**src/sv/ksf_pkg.sv**
```systemverilog
// Package with the shared types, constants and register codes of the knob smoothing filter.
package ksf_pkg;

    localparam int KNOB_COUNT = 16;
    localparam int IDX_W = 4;
    localparam int SAMPLE_W = 12;
    localparam int LEVEL_W = 8;
    localparam int VALUE_W = 7;
    localparam int CFG_DATA_W = 8;
    localparam int CFG_INDEX_W = 2;
    localparam int ACTIVE_W = 5;

    localparam int RAW_TOP_INT = 130;
    localparam int SAMPLE_SPAN = 3800;
    localparam int SCALE_GCD = 10;
    localparam int SPAN_DIV = SAMPLE_SPAN / SCALE_GCD;
    localparam int TOP_MUL = RAW_TOP_INT / SCALE_GCD;
    localparam int RECIP_SHIFT = 25;
    localparam int RECIP_MUL = ((2 ** RECIP_SHIFT + SPAN_DIV - 1) / SPAN_DIV) * TOP_MUL;
    localparam int PROD_W = 33;

    localparam logic [LEVEL_W-1:0] RAW_TOP = LEVEL_W'(RAW_TOP_INT);
    localparam logic [SAMPLE_W-1:0] SAMPLE_LOW = SAMPLE_W'(100);
    localparam logic [LEVEL_W-1:0] LEVEL_MAX = LEVEL_W'(133);
    localparam logic [LEVEL_W-1:0] VALUE_MAX = LEVEL_W'(127);

    localparam logic [7:0] ALPHA_RESET = 8'd64;
    localparam logic [7:0] DELTA_RESET = 8'd10;
    localparam logic [ACTIVE_W-1:0] ACTIVE_RESET = ACTIVE_W'(16);

    typedef enum logic [CFG_INDEX_W-1:0] {
        CFG_ALPHA  = 2'd0,
        CFG_DELTA  = 2'd1,
        CFG_ACTIVE = 2'd2
    } cfg_idx_t;

    typedef struct packed {
        logic [7:0]          alpha_q;
        logic [7:0]          jump_delta;
        logic [ACTIVE_W-1:0] active_knobs;
    } cfg_t;

endpackage

```
**src/sv/ksf_stream_if.sv**
```systemverilog
// Request channel interfaces for the sample input and the result output.
interface ksf_in_if;
    logic                          valid;
    logic                          ready;
    logic [ksf_pkg::IDX_W-1:0]     knob_index;
    logic [ksf_pkg::SAMPLE_W-1:0]  adc_sample;

    modport source (output valid, output knob_index, output adc_sample, input ready);
    modport sink (input valid, input knob_index, input adc_sample, output ready);
endinterface

interface ksf_out_if;
    logic                          valid;
    logic                          ready;
    logic [ksf_pkg::IDX_W-1:0]     knob_out;
    logic [ksf_pkg::VALUE_W-1:0]   knob_value;
    logic                          index_error;

    modport source (output valid, output knob_out, output knob_value, output index_error,
                    input ready);
    modport sink (input valid, input knob_out, input knob_value, input index_error,
                  output ready);
endinterface

```
**src/sv/ksf_raw_map.sv**
```systemverilog
// Inverse mapping of an ADC sample to a raw knob level by reciprocal multiplication.
module ksf_raw_map
(
    input  logic [ksf_pkg::SAMPLE_W-1:0] adc_sample,
    output logic [ksf_pkg::LEVEL_W-1:0]  raw
);

    logic [ksf_pkg::SAMPLE_W:0]   offset;
    logic [ksf_pkg::SAMPLE_W-1:0] mag;
    logic [ksf_pkg::PROD_W-1:0]   prod;
    logic [ksf_pkg::LEVEL_W-1:0]  quot;

    always_comb
    begin
        offset = {1'b0, adc_sample} - {1'b0, ksf_pkg::SAMPLE_LOW};
        mag = offset[ksf_pkg::SAMPLE_W] ? ksf_pkg::SAMPLE_W'(-offset)
                                        : offset[ksf_pkg::SAMPLE_W-1:0];
        prod = ksf_pkg::PROD_W'(mag) * ksf_pkg::PROD_W'(ksf_pkg::RECIP_MUL);
        quot = prod[ksf_pkg::RECIP_SHIFT+ksf_pkg::LEVEL_W-1:ksf_pkg::RECIP_SHIFT];
        priority if (offset[ksf_pkg::SAMPLE_W])
        begin
            raw = ksf_pkg::RAW_TOP + quot;
        end
        else if (quot > ksf_pkg::RAW_TOP)
        begin
            raw = '0;
        end
        else
        begin
            raw = ksf_pkg::RAW_TOP - quot;
        end
    end

endmodule

```
**src/sv/ksf_level_update.sv**
```systemverilog
// Per-knob level update: first load, jump bypass or exponential moving average step.
module ksf_level_update
(
    input  ksf_pkg::cfg_t                cfg,
    input  logic                         seen,
    input  logic [ksf_pkg::LEVEL_W-1:0]  raw,
    input  logic [ksf_pkg::LEVEL_W-1:0]  old,
    output logic [ksf_pkg::LEVEL_W-1:0]  level
);

    logic signed [8:0]  diff;
    logic [7:0]         abs_diff;
    logic signed [17:0] alpha_s;
    logic signed [17:0] prod;
    logic signed [9:0]  step;
    logic signed [9:0]  sum;

    always_comb
    begin
        diff = $signed({1'b0, raw}) - $signed({1'b0, old});
        abs_diff = diff[8] ? 8'(-diff) : diff[7:0];
        alpha_s = $signed({10'b0, cfg.alpha_q});
        prod = alpha_s * 18'(diff);
        step = 10'(prod >>> 8);
        sum = $signed({2'b0, old}) + step;
        priority if (!seen)
        begin
            level = raw;
        end
        else if (abs_diff > cfg.jump_delta)
        begin
            level = raw;
        end
        else if (abs_diff != 8'd0)
        begin
            level = sum[ksf_pkg::LEVEL_W-1:0];
        end
        else
        begin
            level = old;
        end
    end

endmodule

```
**src/sv/ksf_ram.sv**
```systemverilog
// Generic single-write, single-read synchronous RAM with registered read data.
module ksf_ram
#(
    parameter int DEPTH = 16,
    parameter int WIDTH = 8
)
(
    input  logic                     clk,
    input  logic                     we,
    input  logic [$clog2(DEPTH)-1:0] waddr,
    input  logic [WIDTH-1:0]         wdata,
    input  logic                     re,
    input  logic [$clog2(DEPTH)-1:0] raddr,
    output logic [WIDTH-1:0]         rdata
);

    logic [WIDTH-1:0] mem [DEPTH];

    always_ff @(posedge clk)
    begin
        if (we)
        begin
            mem[waddr] <= wdata;
        end
    end

    always_ff @(posedge clk)
    begin
        if (re)
        begin
            rdata <= mem[raddr];
        end
    end

endmodule

```
**src/sv/knob_scan_smoothing_filter_core.sv**
```systemverilog
// Top level of the knob scan smoothing filter.
// Usage: each request on sample_ch carries a knob index and a 12-bit ADC sample.
// Every accepted request gives exactly one request on result_ch with the index
// echoed, the smoothed level clamped to 127 and an index error flag.
// An index at or above active_knobs returns value zero with the error flag set
// and leaves all state untouched.
// An accepted sample goes to the read stage, then to the output register.
// Throughput: one sample per cycle while result_ch is ready, set by the
// read-modify-write of the per-knob level RAM, with the level just written
// forwarded to the next read.
// The configuration port writes alpha_q, jump_delta and active_knobs by index;
// write it only while no sample is in flight.
// Reset sets the registers to their defaults and clears the per-knob seen flags;
// the level RAM needs no clearing pass, since an entry is used only once seen.
// When result_ch stalls, the output register holds and one further sample is
// held in the read stage; sample_ch then drops ready until the result is taken.
module knob_scan_smoothing_filter_core
(
    input  logic                             clk,
    input  logic                             rst_n,
    input  logic                             cfg_we,
    input  logic [ksf_pkg::CFG_INDEX_W-1:0]  cfg_index,
    input  logic [ksf_pkg::CFG_DATA_W-1:0]   cfg_data,
    ksf_in_if.sink                           sample_ch,
    ksf_out_if.source                        result_ch
);

    ksf_pkg::cfg_t cfg_reg;

    logic                            in_fire;
    logic                            move;
    logic [ksf_pkg::LEVEL_W-1:0]     raw_in;

    logic                            s1_valid_reg;
    logic [ksf_pkg::IDX_W-1:0]       s1_idx_reg;
    logic [ksf_pkg::LEVEL_W-1:0]     s1_raw_reg;
    logic                            s1_err_reg;
    logic                            fwd_hit_reg;
    logic [ksf_pkg::LEVEL_W-1:0]     fwd_data_reg;

    logic [ksf_pkg::LEVEL_W-1:0]     rd_data;
    logic [ksf_pkg::LEVEL_W-1:0]     old_level;
    logic [ksf_pkg::LEVEL_W-1:0]     new_level;
    logic                            ram_we;
    logic [ksf_pkg::KNOB_COUNT-1:0]  seen_reg;
    logic [ksf_pkg::KNOB_COUNT-1:0]  seen_next;

    logic                            out_valid_reg;
    logic [ksf_pkg::IDX_W-1:0]       out_knob_reg;
    logic [ksf_pkg::VALUE_W-1:0]     out_value_reg;
    logic                            out_err_reg;
    logic [ksf_pkg::VALUE_W-1:0]     value_clamped;

    always_ff @(posedge clk or negedge rst_n)
    begin
        if (!rst_n)
        begin
            cfg_reg.alpha_q <= ksf_pkg::ALPHA_RESET;
            cfg_reg.jump_delta <= ksf_pkg::DELTA_RESET;
            cfg_reg.active_knobs <= ksf_pkg::ACTIVE_RESET;
        end
        else if (cfg_we)
        begin
            unique case (ksf_pkg::cfg_idx_t'(cfg_index))
                ksf_pkg::CFG_ALPHA:  cfg_reg.alpha_q <= cfg_data;
                ksf_pkg::CFG_DELTA:  cfg_reg.jump_delta <= cfg_data;
                ksf_pkg::CFG_ACTIVE: cfg_reg.active_knobs <= cfg_data[ksf_pkg::ACTIVE_W-1:0];
                default:             ;
            endcase
        end
    end

    assign move = s1_valid_reg && (!out_valid_reg || result_ch.ready);
    assign sample_ch.ready = !s1_valid_reg || move;
    assign in_fire = sample_ch.valid && sample_ch.ready;
    assign ram_we = move && !s1_err_reg;

    ksf_raw_map u_raw_map
    (
        .adc_sample (sample_ch.adc_sample),
        .raw        (raw_in)
    );

    ksf_ram #(.DEPTH(ksf_pkg::KNOB_COUNT), .WIDTH(ksf_pkg::LEVEL_W)) u_level_ram
    (
        .clk   (clk),
        .we    (ram_we),
        .waddr (s1_idx_reg),
        .wdata (new_level),
        .re    (in_fire),
        .raddr (sample_ch.knob_index),
        .rdata (rd_data)
    );

    always_ff @(posedge clk or negedge rst_n)
    begin
        if (!rst_n)
        begin
            s1_valid_reg <= 1'b0;
            fwd_hit_reg <= 1'b0;
        end
        else
        begin
            if (in_fire)
            begin
                s1_valid_reg <= 1'b1;
                fwd_hit_reg <= ram_we && (s1_idx_reg == sample_ch.knob_index);
            end
            else if (move)
            begin
                s1_valid_reg <= 1'b0;
            end
        end
    end

    always_ff @(posedge clk)
    begin
        if (in_fire)
        begin
            s1_idx_reg <= sample_ch.knob_index;
            s1_raw_reg <= raw_in;
            s1_err_reg <= {1'b0, sample_ch.knob_index} >= cfg_reg.active_knobs;
            fwd_data_reg <= new_level;
        end
    end

    assign old_level = fwd_hit_reg ? fwd_data_reg : rd_data;

    ksf_level_update u_level_update
    (
        .cfg   (cfg_reg),
        .seen  (seen_reg[s1_idx_reg]),
        .raw   (s1_raw_reg),
        .old   (old_level),
        .level (new_level)
    );

    always_comb
    begin
        seen_next = seen_reg;
        if (ram_we)
        begin
            seen_next[s1_idx_reg] = 1'b1;
        end
    end

    always_ff @(posedge clk or negedge rst_n)
    begin
        if (!rst_n)
        begin
            seen_reg <= '0;
        end
        else
        begin
            seen_reg <= seen_next;
        end
    end

    assign value_clamped = (new_level > ksf_pkg::VALUE_MAX)
                           ? ksf_pkg::VALUE_MAX[ksf_pkg::VALUE_W-1:0]
                           : new_level[ksf_pkg::VALUE_W-1:0];

    always_ff @(posedge clk or negedge rst_n)
    begin
        if (!rst_n)
        begin
            out_valid_reg <= 1'b0;
        end
        else if (move)
        begin
            out_valid_reg <= 1'b1;
        end
        else if (result_ch.ready)
        begin
            out_valid_reg <= 1'b0;
        end
    end

    always_ff @(posedge clk)
    begin
        if (move)
        begin
            out_knob_reg <= s1_idx_reg;
            out_value_reg <= s1_err_reg ? '0 : value_clamped;
            out_err_reg <= s1_err_reg;
        end
    end

    assign result_ch.valid = out_valid_reg;
    assign result_ch.knob_out = out_knob_reg;
    assign result_ch.knob_value = out_value_reg;
    assign result_ch.index_error = out_err_reg;

    a_seen_set: assert property (@(posedge clk) disable iff (!rst_n)
        ram_we |=> seen_reg[$past(s1_idx_reg)])
        else $error("seen flag not set after a level write");

    a_fwd_capture: assert property (@(posedge clk) disable iff (!rst_n)
        (in_fire && ram_we && (s1_idx_reg == sample_ch.knob_index)) |=> fwd_hit_reg)
        else $error("same-knob write missed by the forwarding path");

    a_level_range: assert property (@(posedge clk) disable iff (!rst_n)
        (s1_valid_reg && !s1_err_reg && seen_reg[s1_idx_reg])
        |-> (new_level <= ksf_pkg::LEVEL_MAX))
        else $error("smoothed level out of range");

    a_stall_blocks: assert property (@(posedge clk) disable iff (!rst_n)
        (s1_valid_reg && out_valid_reg && !result_ch.ready) |-> !sample_ch.ready)
        else $error("sample accepted while both stages are full");

    a_error_no_write: assert property (@(posedge clk) disable iff (!rst_n)
        (move && s1_err_reg) |=> (out_err_reg && (out_value_reg == '0) && $stable(seen_reg)))
        else $error("error request changed state or gave a value");

endmodule

```
**src/flat_wrapper.sv**
```systemverilog
// flat-port wrapper written by rule: the top's interface ports become plain ports
module knob_scan_smoothing_filter_core_flat 
  (clk, rst_n, cfg_we, cfg_index, cfg_data, sample_ch_valid, sample_ch_knob_index, sample_ch_adc_sample, sample_ch_ready, result_ch_valid, result_ch_knob_out, result_ch_knob_value, result_ch_index_error, result_ch_ready);
  ksf_in_if sample_ch_i ();
  ksf_out_if result_ch_i ();
  input  logic clk;
  input  logic rst_n;
  input  logic cfg_we;
  input  logic [ksf_pkg::CFG_INDEX_W-1:0] cfg_index;
  input  logic [ksf_pkg::CFG_DATA_W-1:0] cfg_data;
  input wire logic [$bits(sample_ch_i.valid)-1:0] sample_ch_valid;
  input wire logic [$bits(sample_ch_i.knob_index)-1:0] sample_ch_knob_index;
  input wire logic [$bits(sample_ch_i.adc_sample)-1:0] sample_ch_adc_sample;
  output wire logic [$bits(sample_ch_i.ready)-1:0] sample_ch_ready;
  output wire logic [$bits(result_ch_i.valid)-1:0] result_ch_valid;
  output wire logic [$bits(result_ch_i.knob_out)-1:0] result_ch_knob_out;
  output wire logic [$bits(result_ch_i.knob_value)-1:0] result_ch_knob_value;
  output wire logic [$bits(result_ch_i.index_error)-1:0] result_ch_index_error;
  input wire logic [$bits(result_ch_i.ready)-1:0] result_ch_ready;
  assign sample_ch_i.valid = sample_ch_valid;
  assign sample_ch_i.knob_index = sample_ch_knob_index;
  assign sample_ch_i.adc_sample = sample_ch_adc_sample;
  assign sample_ch_ready = sample_ch_i.ready;
  assign result_ch_valid = result_ch_i.valid;
  assign result_ch_knob_out = result_ch_i.knob_out;
  assign result_ch_knob_value = result_ch_i.knob_value;
  assign result_ch_index_error = result_ch_i.index_error;
  assign result_ch_i.ready = result_ch_ready;
  knob_scan_smoothing_filter_core u_core (.clk(clk), .rst_n(rst_n), .cfg_we(cfg_we), .cfg_index(cfg_index), .cfg_data(cfg_data), .sample_ch(sample_ch_i), .result_ch(result_ch_i));
endmodule
```
**config.mk**
```make
export PLATFORM = sky130hd
export DESIGN_NAME = knob_scan_smoothing_filter_core_flat
export DESIGN_NICKNAME = d
export VERILOG_FILES = /design/src/sv/ksf_pkg.sv /design/src/sv/ksf_stream_if.sv /design/src/sv/ksf_raw_map.sv /design/src/sv/ksf_level_update.sv /design/src/sv/ksf_ram.sv /design/src/sv/knob_scan_smoothing_filter_core.sv /design/src/flat_wrapper.sv
export SDC_FILE = /design/constraint.sdc
export NUM_CORES = 1
export LEC_CHECK = 0
export BUFFER_PORTS_ARGS = -buffer_cell sky130_fd_sc_hd__buf_2
export CAP_MARGIN = 20
export CORE_UTILIZATION = 64
export DETAILED_ROUTE_END_ITERATION = 6
export PLACE_DENSITY = 0.82
export SYNTH_ARGS = -nofsm -noshare
export SYNTH_HDL_FRONTEND = slang
export SYNTH_SLANG_ARGS = --single-unit
```
**constraint.sdc**
```tcl
create_clock -name clk -period 10.6 [get_ports clk]
set_input_delay 2.65 -clock clk [delete_from_list [all_inputs] [get_ports clk]]
set_output_delay 2.65 -clock clk [all_outputs]
set_load 0.01 [all_outputs]
```
==> metrics <==
Vias=9,811; slew of the pin with the lowest slew margin=1.14 ns; fin crit period=9.64 ns; max incr delay on CP=0.63 ns; Hold Buf Count CTS=0; DRT antenna net count=0; vias in the first global route=10,100; r2r setup slk=1.21 ns; origin of the critical flop-to-flop path=u_core.fwd_hit_reg; hold path cells=1; num ports=45; Critical Path RT=10.90 ns; Slowest-stage cell, CP=xnor2_1; Slew Limit Fails=0; pin count of the biggest net entering global routing=41; Post-CTS Setup Inserts=0; Clock Skews=0.0151 ns; Largest delay share family, worst path=adder cells; DRT Wirelength=33,000 µm; Crit. End Element=flip-flop; critical path depth=26; HPWL Detailed=24,100 µm; Buf/Inv on CP=4; CTS root buf=clkbuf_16; most frequent cells in the layout=ha_1 (182), inv_1 (178), edfxtp_1 (169); Yosys cell types=74; clock slew at reported path FFs=0.06 ns; worst hold slack=0.467 ns; hold path start=u_core.seen_reg[5]; Mapped Cells=1,243; worst skew pair latency=0.51 ns; WP data arrival=9.94 ns; final worst slack=0.962 ns; CTS Sinks=209; CTS tree=yes; WHS Endpoint=u_core.seen_reg[5]; remaining global-route overflow=0; Max-Cap Viols=0; synthesized area per cell=12.1 µm²; Placement Setup Slack=0.829 ns; IO Port Bufs=44; top sig layer=met4; Remaining DRCs=0; ys async rst share=19.1%; setup repair after global routing missed its margin=no; CTS H-tree lvls=1; met2 routed WL=16,900 µm; area of the die=24,200 µm²; first-pass GRT wire length=53,000 µm; DR WL/cell=20.4 µm; synthesized area=15,100 µm²; met3 wire length=1980 µm; setup violators final=0; max reg flops=128; TritonCTS Buffers=22; commonest non-fill, non-tap cell in the layout=ha_1; period utilization=90.9%; Synth warnings=0; Post-Route Setup TNS=0 ns; Initial DRC Count=802; critical path launch point type=input port; sequential area share after synthesis=40.4%; M1 WL=12,800 µm; initial antenna violation count=0; Most common cell on crit path=ha_1; Relative slew margins=23.5%; Via density=6.07; CP Max Fanout=15; initial core utilization=65.9%; Reg-to-Reg End=u_core.u_level_ram.mem[8][7]; Net count, final=1,570; Chip Width=155 µm; Area Growth Syn to Fin=8.59%; Post-Syn Nets=1,526; post-synthesis register bit count=209; fraction of layout cells with a size suffix above 1=15.7%; post_cts resized=0; Max Freq=104 MHz; Core Region=22,800 µm²; DR pass1 iterations=5; Hold Crit Class=reg2reg; final hold vios=0; GPL Wtd Cong=0.939; diode count=0; total track usage=28.7%; CP Class=in2reg; FF-to-FF path depth=29; outcome=finished clean; Die H=155 µm; row count=55; Post-synth EDFFs=169; Clock Tree Buf Depth=3; top_reg_cell synth=edfxtp_1
[stage by stage]
stage	utilization, %	cell area, µm²	cells
after floorplan	-	15100	1243
after global placement	68.3	15600	1576
after detailed placement	68.3	15600	1576
after CTS	71.6	16400	1616
after global routing	71.6	16400	1616
final	71.6	16400	1616
[cell usage after synthesis, types with 7 or more instances]
library cell / number / area share (%)
ha_1: 182 / 15
inv_1: 178 / 4.4
edfxtp_1: 169 / 34
fa_1: 70 / 9.3
nor2_1: 56 / 1.4
nand2_1: 54 / 1.3
mux4_2: 45 / 6.7
and2_1: 36 / 1.5
dfrtp_1: 36 / 6.0
xnor2_1: 34 / 2.0
a21oi_1: 32 / 1.1
nor3_1: 26 / 0.86
clkbuf_1: 25 / 0.62
mux2_2: 23 / 1.7
or2_2: 21 / 0.87
o21ai_0: 20 / 0.66
xor2_1: 18 / 1.0
nand3_1: 17 / 0.56
a21o_1: 13 / 0.65
nand2b_1: 12 / 0.50
a31oi_1: 11 / 0.46
and3_1: 10 / 0.42
nand4_1: 9 / 0.37
o21a_1: 9 / 0.45
mux2i_1: 8 / 0.53
nor2b_1: 8 / 0.33
nor4_1: 8 / 0.33
or3_1: 8 / 0.33
a41oi_1: 7 / 0.41
[area by class of cell]
cell class,instances,area [µm²]
Clock buffer,31,614
Clock inverter,9,131
Fill cell,1515,6490
Inverter,179,686
Multi-Input combinational cell,818,8140
Sequential cell,209,6080
Tap cell,313,392
Timing Repair Buffer,57,318
[per-layer routing]
layer,global-route usage (%),up-vias
met1,35.4,4860
met4,12.2,0
met2,50.5,359
met5,0,-
li1,-,4504
met3,4.01,88
[logic make-up (layout without fill, tap and decap cells)]
logic type | count (synthesis) | after routing | share of synthesized area [%]
xor+xnor | 55 | 55 | 3.42
buf+inv | 216 | 276 | 5.62
mux | 76 | 76 | 8.98
fa+ha+maj | 252 | 252 | 24.4
simple gates | 290 | 290 | 10.3
flops | 209 | 209 | 40.4
compound gates | 145 | 145 | 6.89
[worst max path at each step]
stage / from / endpoint / slack [ns]
floorplan: sample_ch_adc_sample[2] / u_core.s1_raw_reg[5] / 1.59
global placement: sample_ch_adc_sample[2] / u_core.s1_raw_reg[5] / 1.08
detailed placement: sample_ch_adc_sample[2] / u_core.s1_raw_reg[5] / 0.83
CTS: sample_ch_adc_sample[2] / u_core.s1_raw_reg[7] / 1.11
global route: sample_ch_adc_sample[2] / u_core.s1_raw_reg[5] / 0.64
finish: sample_ch_adc_sample[2] / u_core.s1_raw_reg[7] / 0.96
Power is left out: the tool's default activity adds up to more than one toggle a clock period on the data nets, which glitch-free logic cannot reach.
